===== config.mk =====
export PLATFORM = sky130hd
export DESIGN_NAME = pcal_ram
export DESIGN_NICKNAME = d
export VERILOG_FILES = /design/src/pcal_ram.sv
export SDC_FILE = /design/constraint.sdc
export NUM_CORES = 1
export LEC_CHECK = 0
export BUFFER_PORTS_ARGS = -buffer_cell sky130_fd_sc_hd__buf_2
export CAP_MARGIN = 20
export CORE_ASPECT_RATIO = 0.9
export CORE_MARGIN = 3
export CORE_UTILIZATION = 30
export CTS_CLUSTER_SIZE = 10
export DETAILED_ROUTE_END_ITERATION = 7
export GPL_TIMING_DRIVEN = 0
export HOLD_SLACK_MARGIN = 0.15
export PLACE_DENSITY = 0.45
export SYNTH_ARGS = -nofsm -noshare
export SYNTH_HDL_FRONTEND = slang
export SYNTH_SLANG_ARGS = --single-unit

===== constraint.sdc =====
create_clock -name clk_i -period 2.7 [get_ports clk_i]
set_clock_uncertainty 0.15 [all_clocks]
set_input_delay 0 -clock clk_i [delete_from_list [all_inputs] [get_ports clk_i]]
set_output_delay 0 -clock clk_i [all_outputs]
set_load 0.03 [all_outputs]

===== src/pcal_ram.sv =====
// Generic single-port-write, registered-read RAM.
module pcal_ram #(
  parameter int unsigned Width = 8,
  parameter int unsigned Depth = 64
) (
  input  logic                     clk_i,
  input  logic                     we_i,
  input  logic [$clog2(Depth)-1:0] waddr_i,
  input  logic [Width-1:0]         wdata_i,
  input  logic [$clog2(Depth)-1:0] raddr_i,
  output logic [Width-1:0]         rdata_o
);
  logic [Width-1:0] mem_q [Depth];

  always_ff @(posedge clk_i) begin
    if (we_i) begin
      mem_q[waddr_i] <= wdata_i;
    end
    rdata_o <= mem_q[raddr_i];
  end
endmodule


==> results of run 1 <==
## cells in the mapped netlist, types with 3 or more instances
cell type	n
nand3_1	13
nand2_1	19
buf_2	11
a221oi_1	6
nor3_1	7
clkbuf_1	17
buf_1	4
o221ai_1	8
dfxtp_1	8
o2bb2ai_1	3
buf_6	4
nor2b_1	14
o2111ai_1	3
a21oi_1	3
mux2i_1	23
nor2_1	83
a211oi_1	4
mux2_2	13
buf_4	13
nand3b_1	3
nand2b_1	7
o22ai_1	8
mux4_2	126
a22oi_1	3
edfxtp_1	512
## cell usage in the layout, fill, tap and decap left out, types with 4 or more instances in the layout
master	netlist	routed
nand2_1	19	19
dlygate4sd3_1	0	18
nor2b_1	14	14
o22ai_1	8	8
a221oi_1	6	6
clkbuf_1	17	57
buf_6	4	8
nand3_1	13	13
clkbuf_16	0	59
o221ai_1	8	8
buf_12	2	9
buf_1	4	4
nor3_1	7	5
diode_2	0	4
nor2_1	83	79
buf_4	13	13
mux2_2	13	13
nand2b_1	7	7
nor2_2	0	4
buf_2	11	32
dfxtp_1	8	8
mux2i_1	23	23
edfxtp_1	512	512
a211oi_1	4	4
mux4_2	126	126
## timing repair
action	CTS	global route
hold buffers	18	0
setup endpoints to repair	0	42
resized for setup	0	4
hold endpoints to repair	649	0
## kinds of logic after synthesis
logic type,after synthesis,share of synthesized area (%)
flip-flops,520,77.0
multiplexers,162,15.9
AO/OA/AOI/OAI,54,2.07
AND/OR/NAND/NOR,153,3.39
buffers and inverters,51,1.57
## state kept, by name, indices dropped and copies added, names as in the netlist
register and flops:
rdata_o 8, mem_q 512
## area by class of cell
cell class              instances  share of cell area, %
well taps                     864                   4.60
repair buffers                 53                   2.25
diodes                          4                 0.0426
clock buffers                 100                   6.98
clock inverters                 5                  0.261
multi-input cells             369                   18.4
flip-flops and latches        520                   66.1
plain buffers                  51                   1.35
## path summary, 6_finish.rpt
check | to | from | cells after the start | slack (ns)
worst max register to register | rdata_o[5] | mem_q[3][5] | 4 | 0.01
worst max-delay path | rdata_o[3] | raddr_i[2] | 7 | 0.01
worst min register to register | rdata_o[2] | mem_q[19][2] | 4 | 0.84
worst min-delay path | mem_q[13][1] | wdata_i[1] | 2 | 0.18
## metrics by stage
| step | util [%] | TNS (ns) |
|---|---|---|
| CTS | 35.4 | 0 |
| detailed placement | 32.6 | -3.52 |
| global placement | 32.3 | -3.13 |
| global route | 35.6 | -0.264 |
| finish | 35.6 | 0 |
| floorplan | - | 0 |
## metal layers
| layer | wire length [um] | up-vias | track usage (%) |
|---|---|---|---|
| met2 | 23800 | 263 | 22.8 |
| li1 | - | 4167 | - |
| met1 | 25400 | 5259 | 22.8 |
| met3 | 3620 | 75 | 3.80 |
| met5 | 34 | - | 0 |
| met4 | 1160 | 4 | 4.32 |
## power groups by stage
stage	Combinational, mW	Sequential (mW)	Clock [mW]
after floorplan	0.476	9.15	0
after CTS	0.995	8.95	7.47
after detailed placement	0.971	9.12	0
after global routing	1.06	8.95	7.80
after global placement	0.942	9.12	0
final	0.998	8.95	7.28
## critical path, stage by stage
cell and delay [ns]:
buf_2 0.20, buf_4 0.30, clkbuf_1 0.68, buf_2 0.54
o221ai_1 0.21, o21a_1 0.20, o41ai_1 0.81
==> reports/results.ini, run 1 <==
[floorplan]
die_h_um=252
rows=89
start_util_pct=30.5
chipWidth_um=279
die_area_um2=70400
fp.coreArea_um2=66000
io_pins=30

[cts]
clk_latency_ns=0.62
clk_path_buf_depth=3
cts.reportedPaths.clkPinSlew_ns=0.05
cts_buffers=59
cts_setup_buffers=0
ctsHtreeMaxLevel=2
cts.sinks=520
cts_root_buf=clkbuf_16
cts_tree=done

[yosys]
synth_ff_type=edfxtp_1
synthTopCellsByArea=edfxtp_1 (76%), mux4_2 (14%), nor2_1 (1.5%)
ys_async_sr_fraction_pct=0
synthCells=940
ys_warn_count=0
synth_area_leader_cell=edfxtp_1
ys_types=40
synth-seq-area-share_pct=77.0
synthesis.nets=962
synth_seq_cells=520
synth_edf_count=512
syn-cell-area_um2=20200
synth.top_cell.area_share_pct=76.2
syn_area_per_cell_um2=21.5

[setup_path]
cp.arrival_ns=2.95
worst_ep_required_time_ns=2.97
cp-end-kind=register
cp-start-kind=input port
crit_type=in2reg
crit_fanout=10

[sta]
maxSlewHeadroom_pct=23.3
tightest_slew_ns=1.12
final-max-slew-violation-count=0
holdWs_ns=0.177
setup_viol=0
fin_crit_ns=2.69
fin_crit_sh_pct=99.6
report.final.hold_viol_count=0
timing.final.ws_setup_ns=0.0115
rsz0062_at_grt=yes
max_freq_ghz=0.372

[pwr]
combPwrFrac_pct=5.8
p_clk_share_pct=42.2
finalPower_mw=17.2
p_seq_share_pct=52.0
power.density_nw_per_um2=733
swShare_pct=21.8
ir_drop_mv=0.481
p_switching_mw=3.75
p_leak_nw=7.21
p_int_mw=13.5

[drt]
drc_errors=0
vias=9768
drt_iter0_drc=923
wl_um=53900
ant_nets=0
drt-vias-per-instance=4.97
wl_per_cell_um=27.4
dr.pass1.iters=4

[place]
dp_hpwl_um=35500
gp_congestion=0.802
pre_cts_ws_ns=-0.490
port_buffers=21
place_area_um2=21500
dp.cells=1832

[finish]
multi_input_area_um2=4340
finalNonFillerCells=1966
final_layout_size_suffix_gt1_share_pct=25.2
seqCellArea_um2=15500
area_growth_syn_to_layout_pct=16.6
finish.net_count=1076
final_area_um2=23500
nFillCells=6115

[status]
run_status=finished, final reports clean

[grt]
overflow=0
grt_pass1_vias=10100
grt_max_degree=65
antenna_found_initial=3
track_usage_pct=15.5
grt_pass1_wl_um=76600

[run]
cap_violations=0

[min_path]
hold_class=in2reg

No activity file was read; power rests on OpenSTA's default activity.
==> run 2, diff against run 1 <==
CTS_BUF_LIST = sky130_fd_sc_hd__clkbuf_2 sky130_fd_sc_hd__clkbuf_4 sky130_fd_sc_hd__clkbuf_8   (was default)
==> run 2 against run 1 <==
  * The flow now finishes with violations (negative setup slack)
  * First-iteration DRC count is 1.3% higher
  * Critical path type is now reg2reg
  * Clock power shrank 6.5%
  * Sequential share of layout area shrank 0.12 points
  * Sequential cell count is the same
  * Non-clock buffer count rose by 5
  * Worst hold slack better by 0.059 ns
  * Critical endpoint is now rdata_o[5]
==> reports/results.ini, run 2 (same netlist as run 1, synthesis figures left out) <==
[drt]
drt-vias-per-instance=4.97  ; about the same
drc_errors=0  ; unchanged
dr.pass1.iters=4  ; unchanged
drt_iter0_drc=935  ; +1.3%
vias=10100  ; +3.3%
ant_nets=0  ; unchanged
wl_um=54500  ; +1.1%
wl_per_cell_um=26.9  ; -2.1%

[status]
run_status=finished, violations left
violations=negative setup slack

[cts]
cts_buffers=87  ; +47%
cts.sinks=520  ; unchanged
cts_tree=done
clk_latency_ns=0.66  ; +0.04 ns
cts_setup_buffers=0  ; unchanged
clk_path_buf_depth=3  ; unchanged
ctsHtreeMaxLevel=3  ; +1
cts.reportedPaths.clkPinSlew_ns=0.06  ; about the same
cts_root_buf=clkbuf_8

[finish]
area_growth_syn_to_layout_pct=16.8
layout_common_cells=edfxtp_1 (512), mux4_2 (126), clkbuf_8 (91), nor2_1 (82), clkbuf_4 (36)
largest_reg_flops=512  ; unchanged
nFillCells=6126  ; +0.18%
final_area_um2=23600  ; +0.19%
final_layout_size_suffix_gt1_share_pct=30.0  ; +4.8 points
reg_top3=mem_q (512), rdata_o (8)
postLayoutCoreUtil_pct=35.7  ; +0.066 points
finish.net_count=1109  ; +3.1%
seqCellArea_um2=15500  ; unchanged
mostFrequentLayoutCell=edfxtp_1
multi_input_area_um2=4330  ; -0.17%
top_register=mem_q

[place]
port_buffers=21  ; unchanged
place_area_um2=21500  ; unchanged
dp_hpwl_um=35500  ; unchanged
gp_congestion=0.802  ; unchanged

[grt]
grt_pass1_wl_um=77300  ; +0.95%
track_usage_pct=15.7  ; +0.19 points
grt_max_degree=65  ; unchanged
overflow=0  ; unchanged
antenna_found_initial=3  ; unchanged
grt_pass1_vias=10300  ; +2.3%

[sta]
setup_viol=2  ; +2
final-max-slew-violation-count=0  ; unchanged
report.final.hold_viol_count=0  ; unchanged
maxSlewHeadroom_pct=22.9  ; -0.35 points
fin_crit_ns=2.76  ; +0.0727 ns
tightest_slew_ns=1.13  ; +0.00517 ns
max_freq_ghz=0.362  ; -2.6%
timing.final.ws_setup_ns=-0.0612  ; -0.0727 ns
fin_crit_sh_pct=102  ; +2.7 points
rsz0062_at_grt=no

[floorplan]
fp.coreArea_um2=66000  ; unchanged
chipWidth_um=279  ; unchanged
die_h_um=252  ; unchanged
io_pins=30  ; unchanged
start_util_pct=30.5  ; unchanged
die_area_um2=70400  ; unchanged
rows=89  ; unchanged

[setup_path]
cp-end-kind=register
crit_start=mem_q[3][5]
rr_startpoint=mem_q[3][5]
crit_fanout=2  ; -8
crit_type=reg2reg
cp-start-kind=register
worst_ep_required_time_ns=2.96  ; about the same
cp.arrival_ns=3.03  ; +0.08 ns

[min_path]
hold_class=in2reg
min_from=raddr_i[4]

[pwr]
ir_drop_mv=0.279  ; -42%
power.density_nw_per_um2=712  ; -2.8%
p_leak_nw=7.32  ; +1.5%

[run]
cap_violations=0  ; unchanged

## run 2: power by group
group / switching, mW / internal, mW / leakage [nW]
clock: 3.11 / 3.71 / 0.900
sequential: 0.0148 / 8.94 / 4.67
combinational: 0.643 / 0.364 / 1.75
total: 3.76 / 13.0 / 7.32
## run 2: path summary, 6_finish.rpt
kind | end | slack (ns) | cells past startpoint
setup / recovery | rdata_o[5] | -0.06 | 4
hold / removal | rdata_o[6] | 0.24 | 5
setup reg to reg | rdata_o[5] | -0.06 | 4
hold reg to reg | rdata_o[2] | 0.84 | 4
## run 2: worst max-delay path, cell delays in order (launching register included)
cell       delay, ns
edfxtp_1        0.36
mux4_2          0.48
nor2b_1         0.14
a2111oi_0       0.98
o41ai_1         0.39
## run 2: stage by stage
| step | setup slack [ns] | hold slack, ns | total power [mW] | std cells | TNS (ns) |
|---|---|---|---|---|---|
| 2_1_floorplan | 0.858 | -0.0511 | 9.63 | 940 | 0 |
| 3_3_place_gp | -0.499 | 0.286 | 10.1 | 1825 | -3.13 |
| 3_5_place_dp | -0.490 | 0.287 | 10.1 | 1832 | -3.52 |
| 4_1_cts | 0.0683 | 0.186 | 17.0 | 2014 | 0 |
| 5_1_grt | 0.0248 | 0.228 | 17.4 | 2025 | 0 |
| 6_report | -0.0612 | 0.236 | 16.8 | 2029 | -0.0637 |
## run 2: repair_timing
action                                  in CTS  in global routing
resized for setup                            0                  1
hold endpoints to repair                   831                 22
endpoints found under the setup margin       0                 10
hold buffers                                21                  2
## run 2: cell type report
type | instances | share of cell area [%]
Timing Repair Buffer | 58 | 2.45
Clock inverter | 34 | 0.744
Multi-Input combinational cell | 369 | 18.4
Sequential cell | 520 | 66.0
Antenna cell | 6 | 0.0638
Tap cell | 864 | 4.59
Clock buffer | 127 | 6.47
Buffer | 51 | 1.34
## run 2: per-layer routing
metal | routed length, um | GRT usage, % | up-vias
met2 | 24200 | 23.2 | 325
met4 | 1110 | 4.32 | 2
li1 | - | - | 4257
met1 | 25700 | 22.7 | 5413
met3 | 3510 | 4.39 | 93
met5 | 13 | 0 | -
