## config.mk

```make
export PLATFORM = sky130hd
export DESIGN_NAME = pcal_ctrl
export DESIGN_NICKNAME = d
export VERILOG_FILES = /design/src/pcal_pkg.sv /design/src/pcal_ctrl.sv
export SDC_FILE = /design/constraint.sdc
export NUM_CORES = 1
export LEC_CHECK = 0
export BUFFER_PORTS_ARGS = -buffer_cell sky130_fd_sc_hd__buf_2
export CAP_MARGIN = 10
export CORE_MARGIN = 2
export CORE_UTILIZATION = 55
export CTS_BUF_LIST = sky130_fd_sc_hd__clkbuf_8
export CTS_CLUSTER_DIAMETER = 40
export DETAILED_ROUTE_END_ITERATION = 12
export PLACE_DENSITY = 0.81
export SKIP_LAST_GASP = 1
export SLEW_MARGIN = 20
export SYNTH_ARGS = -nofsm -noshare
export SYNTH_HDL_FRONTEND = slang
export SYNTH_SLANG_ARGS = --single-unit
```

## constraint.sdc

```tcl
create_clock -name clk_i -period 2.4 [get_ports clk_i]
set_clock_uncertainty 0.15 [all_clocks]
set_input_delay 0.12 -clock clk_i [delete_from_list [all_inputs] [get_ports clk_i]]
set_output_delay 0.12 -clock clk_i [all_outputs]
set_load 0.01 [all_outputs]
```

## src/pcal_pkg.sv

```systemverilog
// Shared types and constants for the priority circle area lookup.
package pcal_pkg;

  localparam int unsigned CoordW = 24;
  localparam int unsigned RadW   = 23;
  localparam int unsigned AreaW  = 12;
  localparam int unsigned PrioW  = 16;
  localparam int unsigned CountW = 7;
  localparam int unsigned HgtW   = 23;
  localparam int unsigned RatioW = 17;
  localparam int unsigned D2W    = 50;
  localparam int unsigned R2W    = 46;
  localparam int unsigned EntryW = 3 * CoordW + RadW + AreaW + PrioW;

  localparam logic [1:0] CfgCount = 2'd0;
  localparam logic [1:0] CfgAbove = 2'd1;
  localparam logic [1:0] CfgBelow = 2'd2;

  localparam logic OpLoad  = 1'b0;
  localparam logic OpQuery = 1'b1;

  typedef struct packed {
    logic signed [CoordW-1:0] x;
    logic signed [CoordW-1:0] y;
    logic signed [CoordW-1:0] z;
    logic [RadW-1:0]          r;
    logic [AreaW-1:0]         area;
    logic signed [PrioW-1:0]  prio;
  } entry_t;

  // controller -> datapath
  typedef struct packed {
    logic start;  // clear winner, latch query point
    logic test;   // evaluate entry on read data
    logic acc;    // fold stage-2 result into winner
    logic sq_init;
    logic sq_step;
  } dp_cmd_t;

  // datapath -> controller
  typedef struct packed {
    logic sq_done;
  } dp_sts_t;

endpackage

```

## src/pcal_ctrl.sv

```systemverilog
// Controller: load writes, scan sequencing, ratio and result handshake.
module pcal_ctrl #(
  parameter int unsigned MaxCircles = 64
) (
  input  logic                               clk_i,
  input  logic                               rst_ni,
  input  logic                               in_valid,
  output logic                               in_ready,
  input  logic                               op_i,
  input  logic [pcal_pkg::CountW-1:0]        count_i,
  output logic                               out_valid,
  input  logic                               out_ready,
  output logic [$clog2(MaxCircles)-1:0]      raddr_o,
  output pcal_pkg::dp_cmd_t                  cmd_o,
  input  pcal_pkg::dp_sts_t                  sts_i
);
  import pcal_pkg::*;

  localparam int unsigned AW = $clog2(MaxCircles);
  localparam int unsigned NW = $clog2(MaxCircles + 1);
  localparam int unsigned CW = (NW > CountW) ? NW : CountW;

  localparam logic [2:0] StIdle = 3'd0;
  localparam logic [2:0] StScan = 3'd1;
  localparam logic [2:0] StSqrt = 3'd2;
  localparam logic [2:0] StOut  = 3'd3;
  localparam logic [2:0] StInit = 3'd4;

  logic [2:0]    state_q, state_d;
  logic [NW-1:0] n_q, n_d, idx_q, idx_d;
  logic [2:0]    tv_q;  // test valid along read, stage 1, stage 2
  logic          issue;
  logic [CW-1:0] cnt_ext;

  assign cnt_ext = CW'(count_i);
  assign issue   = (state_q == StScan) && (idx_q < n_q);
  assign raddr_o = AW'(idx_q);
  assign in_ready  = (state_q == StIdle);
  assign out_valid = (state_q == StOut);

  always_comb begin
    state_d = state_q;
    n_d     = n_q;
    idx_d   = idx_q;
    cmd_o   = '0;
    unique case (state_q)
      StIdle: begin
        if (in_valid && op_i == OpQuery) begin
          cmd_o.start = 1'b1;
          idx_d   = '0;
          n_d     = (cnt_ext > CW'(MaxCircles)) ? NW'(MaxCircles) : NW'(count_i);
          state_d = StScan;
        end
      end
      StScan: begin
        if (issue) idx_d = idx_q + NW'(1);
        if (!issue && tv_q == '0) state_d = StInit;
      end
      StInit: begin
        cmd_o.sq_init = 1'b1;
        state_d = StSqrt;
      end
      StSqrt: begin
        cmd_o.sq_step = 1'b1;
        if (sts_i.sq_done) state_d = StOut;
      end
      StOut: begin
        if (out_ready) state_d = StIdle;
      end
      default: state_d = StIdle;
    endcase
    cmd_o.test = tv_q[0];
    cmd_o.acc  = tv_q[2];
  end

  always_ff @(posedge clk_i or negedge rst_ni) begin
    if (!rst_ni) begin
      state_q <= StIdle;
      n_q     <= '0;
      idx_q   <= '0;
      tv_q    <= '0;
    end else begin
      state_q <= state_d;
      n_q     <= n_d;
      idx_q   <= idx_d;
      tv_q    <= {tv_q[1:0], issue};
    end
  end
endmodule

```

==> flow_summary.toml, run 1 <==
[cts]
cts_htree_levels = 1
cts.reportedPaths.clkPinSlew_ns = 0.07
cts_sinks = 20
cts_tree = "yes"
cts_root_buffer = "clkbuf_8"
cts_setup_buffers = 0
numCtsBuffers = 3
clk-insertion-delay-late_ns = 0.25
clockBufferDepth = 2

[worst_hold_path]
min-delay-start = "count_i[6]"
hold_end = "n_q[6]"
hp-class = "primary input to flip-flop"
whs_path_depth = 3

[critical_path]
r2r_cells = 6
r2r_slack_ns = 0.29
cp_max_fo = 11
r2r_end = "idx_q[0]"
endpoint_kind = "flip-flop"
crit_arrival_ns = 2.11
critPathRequiredTime_ns = 2.39
start_kind = "flip-flop"
critPathKind = "flip-flop to flip-flop"
reg2reg_from = "idx_q[2]"

[logic_synthesis]
syn_avg_cell_area_um2 = 10.0
synth_fp_nets = 135
netlist.area_leader.share = 0.435
yosys-top-cells-area = "dfrtp_1 (43%), ha_1 (7.6%), buf_4 (5.2%)"
yosysSeqAreaShare = 0.435
ys_warn_count = 0
synth_seq_cells = 20
synth_area_mm2 = 0.00115
ys_types = 33
yosysTopAreaCell = "dfrtp_1"
synthCells = 115

[grt]
grt_start_max_net_pins = 21
antenna_found_initial = 0
grt_usage = 0.222
grt.overflow.total = 0
grt_pass1_wl_mm = 4.20
grt_pass1_vias = 927

[floorplan]
num_rows = 16
start_util = 0.587
io_pins = 26
dieArea_mm2 = 0.00248
coreArea_mm2 = 0.00196
fp.dieW_um = 49.8
die_y_um = 49.8

[timing]
slew_viol_final = 0
fin_ws_ns = 0.286
max_freq_mhz = 473
setup_violations = 0
hold_viol = 0
rsz0062_at_grt = "no"
max_slew_margin = 0.702
tns_ns = 0
tightest_slew_ns = 0.447
timing.final.crit_period_ns = 2.11
finalCritPeriodShare = 0.881

[status]
run_status = "complete, no violations"

[route]
dr.pass1.iters = 4
finalWirelength_mm = 2.44
avgViaCountPerCell = 5.57
ant_nets = 0
vias = 924
drt_iter0_markers = 14
drc = 0
wire_per_inst_um = 14.7

[cells_and_area]
final_common_cell = "buf_2"
layout.nets = 161
synthToLayoutAreaGrowth_pct = 16.7
layout_common_cells = "buf_2 (25), dfrtp_1 (20), nand2_1 (11)"
num_antenna_cells = 0
final_core_util = 0.685
fillCellCount = 179
drive_gt1_frac = 0.259

[placed_design]
hpwlAfterDp_mm = 1.67
portBuffers = 25
place_congestion = 0.855
dp_worst_setup_slack_ns = 0.300

[pwr]
pwr_density_cell_mw_per_mm2 = 1180
leakagePower_nw = 0.689
ir_drop_mv = 0.627

[flow_run]
cap_violations = 0
-- where the power goes --
part	total [mW]	internal, mW	switching (mW)
Combinational	0.732	0.323	0.410
Sequential	0.634	0.470	0.163
Clock	0.216	0.112	0.104
Total	1.58	0.905	0.677
-- cell families after synthesis --
kind of cell / share of synthesized area
AND/OR/NAND/NOR: 0.190
AO/OA/AOI/OAI: 0.128
buffers and inverters: 0.110
flip-flops: 0.435
adder cells (fa/ha/maj): 0.0761
multiplexers: 0.0533
XOR/XNOR: 0.00761
-- worst max path at each step --
stage                  start        to  slack [ns]
finish              idx_q[2]  idx_q[0]        0.29
global route        idx_q[2]  idx_q[0]        0.11
CTS                 idx_q[2]  idx_q[0]        0.22
detailed placement  idx_q[2]  idx_q[0]        0.30
global placement    idx_q[2]  idx_q[0]        0.42
floorplan           idx_q[2]  idx_q[4]        0.65
-- area by class of cell --
type | count | area [µm²] | area share
Multi-Input combinational cell | 74 | 532 | 0.396
Sequential cell | 20 | 500 | 0.372
Timing Repair Buffer | 33 | 203 | 0.151
Clock buffer | 3 | 41.3 | 0.0307
Inverter | 9 | 33.8 | 0.0251
Tap cell | 27 | 33.8 | 0.0251
-- metal layers --
layer	GRT usage	up-vias	wire (µm)
met5	0	-	0
met4	0.0648	0	23
met3	0.0424	5	113
met2	0.384	27	1220
met1	0.280	450	1070
li1	-	442	-
-- repair_timing --
item | in CTS | in global routing
hold buffers | 7 | 0
endpoints found under the hold margin | 26 | 0
endpoints found under the setup margin | 0 | 2
resized for setup | 0 | 1
-- flip-flops by register name (all words and copies together) (netlist names) --
| register | cells |
|---|---|
| tv_q | 3 |
| n_q | 7 |
| state_q | 3 |
| idx_q | 7 |
-- cell usage after synthesis, drive strengths merged --
library cell / instances
o22ai: 1
nand2: 11
mux2: 1
o21ai: 8
ha: 7
a31o: 1
nor3b: 2
o211ai: 1
nand3b: 6
nand3: 2
and3: 2
nor2b: 1
nand4: 3
or2b: 1
a21oi: 6
buf: 12
a2111oi: 1
nor2: 4
xnor2: 1
dfrtp: 20
inv: 9
and2: 1
nor3: 5
o31ai: 2
o22a: 1
mux2i: 5
nand2b: 1
-- critical path, cell delays in order (launching register included) --
cell,delay (ns)
dfrtp_1,0.46
ha_1,0.35
a21oi_1,0.18
o21ai_0,0.18
a21oi_4,0.32
nor2_1,0.09
mux2_2,0.28
-- per-stage QoR --
| step | power (mW) | cells | hold WS (ns) | instance area, µm² |
|---|---|---|---|---|
| floorplan | 1.20 | 115 | -0.326 | 1150 |
| global placement | 1.27 | 156 | -0.0664 | 1220 |
| finish | 1.58 | 166 | 0.00597 | 1340 |
| CTS | 1.55 | 166 | 0.00665 | 1340 |
| detailed placement | 1.32 | 156 | -0.0589 | 1220 |
| global route | 1.72 | 166 | 0.0594 | 1340 |
(Power assumes the default switching activity.)
==> run 2: changes to the inputs <==
PLACE_DENSITY = 0.77   (was 0.81)
==> run 2 against run 1 <==
Register-to-register slack improved by 0.02 ns; largest power group unchanged; setup slack improved by 0.023 ns; sequential power barely moved; flip-flop and latch count did not move; critical path depth did not move; global-route usage fell by 1.1 points; sequential share of layout area rose by 0.21 points; clock power barely moved; final cell count did not move; die area did not move.
==> flow_summary.toml, run 2 (synthesis gave the netlist of run 1 again) <==
[timing]
tightest_slew_ns = 0.466
tns_ns = 0
timing.final.crit_period_ns = 2.09
rsz0062_at_grt = "no"
hold_viol = 0
max_slew_margin = 0.689
max_freq_mhz = 478
finalCritPeriodShare = 0.871
setup_violations = 0
timing.hold.ws_ns = 0.000259
slew_viol_final = 0

[floorplan]
dieArea_mm2 = 0.00248
num_rows = 16
start_util = 0.587
fp.dieW_um = 49.8
io_pins = 26
die_y_um = 49.8
coreArea_mm2 = 0.00196

[route]
dr.pass1.iters = 4
vias = 886
drc = 0
wire_per_inst_um = 13.2
avgViaCountPerCell = 5.34
ant_nets = 0
finalWirelength_mm = 2.18
drt_iter0_markers = 10

[grt]
busiest_layer = "met2"
grt_usage = 0.211
gr-usage-met3 = 0.0576
grtUsageMet1 = 0.261
grt_pass1_vias = 842
grt_pass1_wl_mm = 3.80
grt_start_max_net_pins = 21
use_met2 = 0.322
antenna_found_initial = 0
grt.overflow.total = 0

[cells_and_area]
layout.nets = 161
num_antenna_cells = 0
biggestRegsByFlops = "idx_q x7, n_q x7"
final_cell_count_no_fill = 166
synthToLayoutAreaGrowth_pct = 16.1
layout_common_cells = "buf_2 (25), dfrtp_1 (20), nand2_1 (11)"
drive_gt1_frac = 0.259
final_common_cell = "buf_2"

[pwr]
pwr_density_cell_mw_per_mm2 = 1140
finalPower_mw = 1.52
leakagePower_nw = 0.688
ir_drop_mv = 0.662

[critical_path]
r2r_cells = 6
r2r_slack_ns = 0.31
start_kind = "flip-flop"
slowest_delay_ns = 0.44
critPathRequiredTime_ns = 2.39
crit_chain = "ha_1 > a21oi_1 > o21ai_0 > a21oi_2 > nor2_1 > mux2_2"
cp-startpoint = "idx_q[2]"
cp_max_fo = 11
slowest_stage = "dfrtp_1"
crit_arrival_ns = 2.08
critPathKind = "flip-flop to flip-flop"
path_buf_inv = 0
endpoint_kind = "flip-flop"
critPathTopFamily = "compound AO/OA/AOI/OAI gates"
r2r_end = "idx_q[0]"
reg2reg_from = "idx_q[2]"

[flow_run]
cap_violations = 0

[worst_hold_path]
min-delay-start = "count_i[6]"
hold_end = "n_q[6]"
whs_path_depth = 3
hp-class = "primary input to flip-flop"

[cts]
cts_root_buffer = "clkbuf_8"
cts_tree = "yes"
clockBufferDepth = 2
numCtsBuffers = 3
clk-insertion-delay-late_ns = 0.26
cts_htree_levels = 1
cts_sinks = 20
cts_setup_buffers = 0
cts.reportedPaths.clkPinSlew_ns = 0.07

[placed_design]
place_inst = 156
portBuffers = 25
place_congestion = 0.841
hpwlAfterDp_mm = 1.57

[status]
run_status = "complete, no violations"
run 2: worst reg2reg max path: stages (launching register included):
cell,delay [ns]
dfrtp_1,0.44
ha_1,0.33
a21oi_1,0.13
o21ai_0,0.11
a21oi_2,0.42
nor2_1,0.10
mux2_2,0.29
run 2: worst max-delay path by stage:
stage | end | depth (start not counted)
3_3_place_gp | idx_q[0] | 6
5_1_grt | idx_q[0] | 6
3_5_place_dp | idx_q[0] | 6
4_1_cts | idx_q[0] | 6
2_1_floorplan | idx_q[4] | 7
6_report | idx_q[0] | 6
run 2: metal layers:
metal / routed length [µm] / up-vias / share of wire
met3: 112 / 7 / 0.051
li1: - / 440 / -
met4: 59 / 0 / 0.027
met1: 1030 / 413 / 0.47
met2: 977 / 26 / 0.45
met5: 0 / - / 0
run 2: report_power, final:
part | switching [mW] | leakage (nW) | internal [mW] | total (mW)
Combinational | 0.365 | 0.403 | 0.312 | 0.677
Sequential | 0.161 | 0.263 | 0.471 | 0.631
Clock | 0.101 | 0.0216 | 0.112 | 0.213
run 2: area by class of cell:
cell class	count	area (µm²)
Clock buffer	3	41.3
Fill cell	177	626
Inverter	9	33.8
Multi-Input combinational cell	74	524
Sequential cell	20	500
Tap cell	27	33.8
Timing Repair Buffer	33	203
run 2: per-stage QoR:
stage | cell area (µm²) | setup slack [ns] | utilization
after CTS | 1340 | 0.302 | 0.681
after detailed placement | 1220 | 0.315 | 0.624
after floorplan | 1150 | 0.651 | -
after global placement | 1220 | 0.408 | 0.624
after global routing | 1340 | 0.171 | 0.681
final | 1340 | 0.309 | 0.681
run 2: repair_timing:
item                                   in CTS  in global routing
gates resized for setup                     0                  0
endpoints found under the hold margin      26                  0
hold buffers                                7                  0
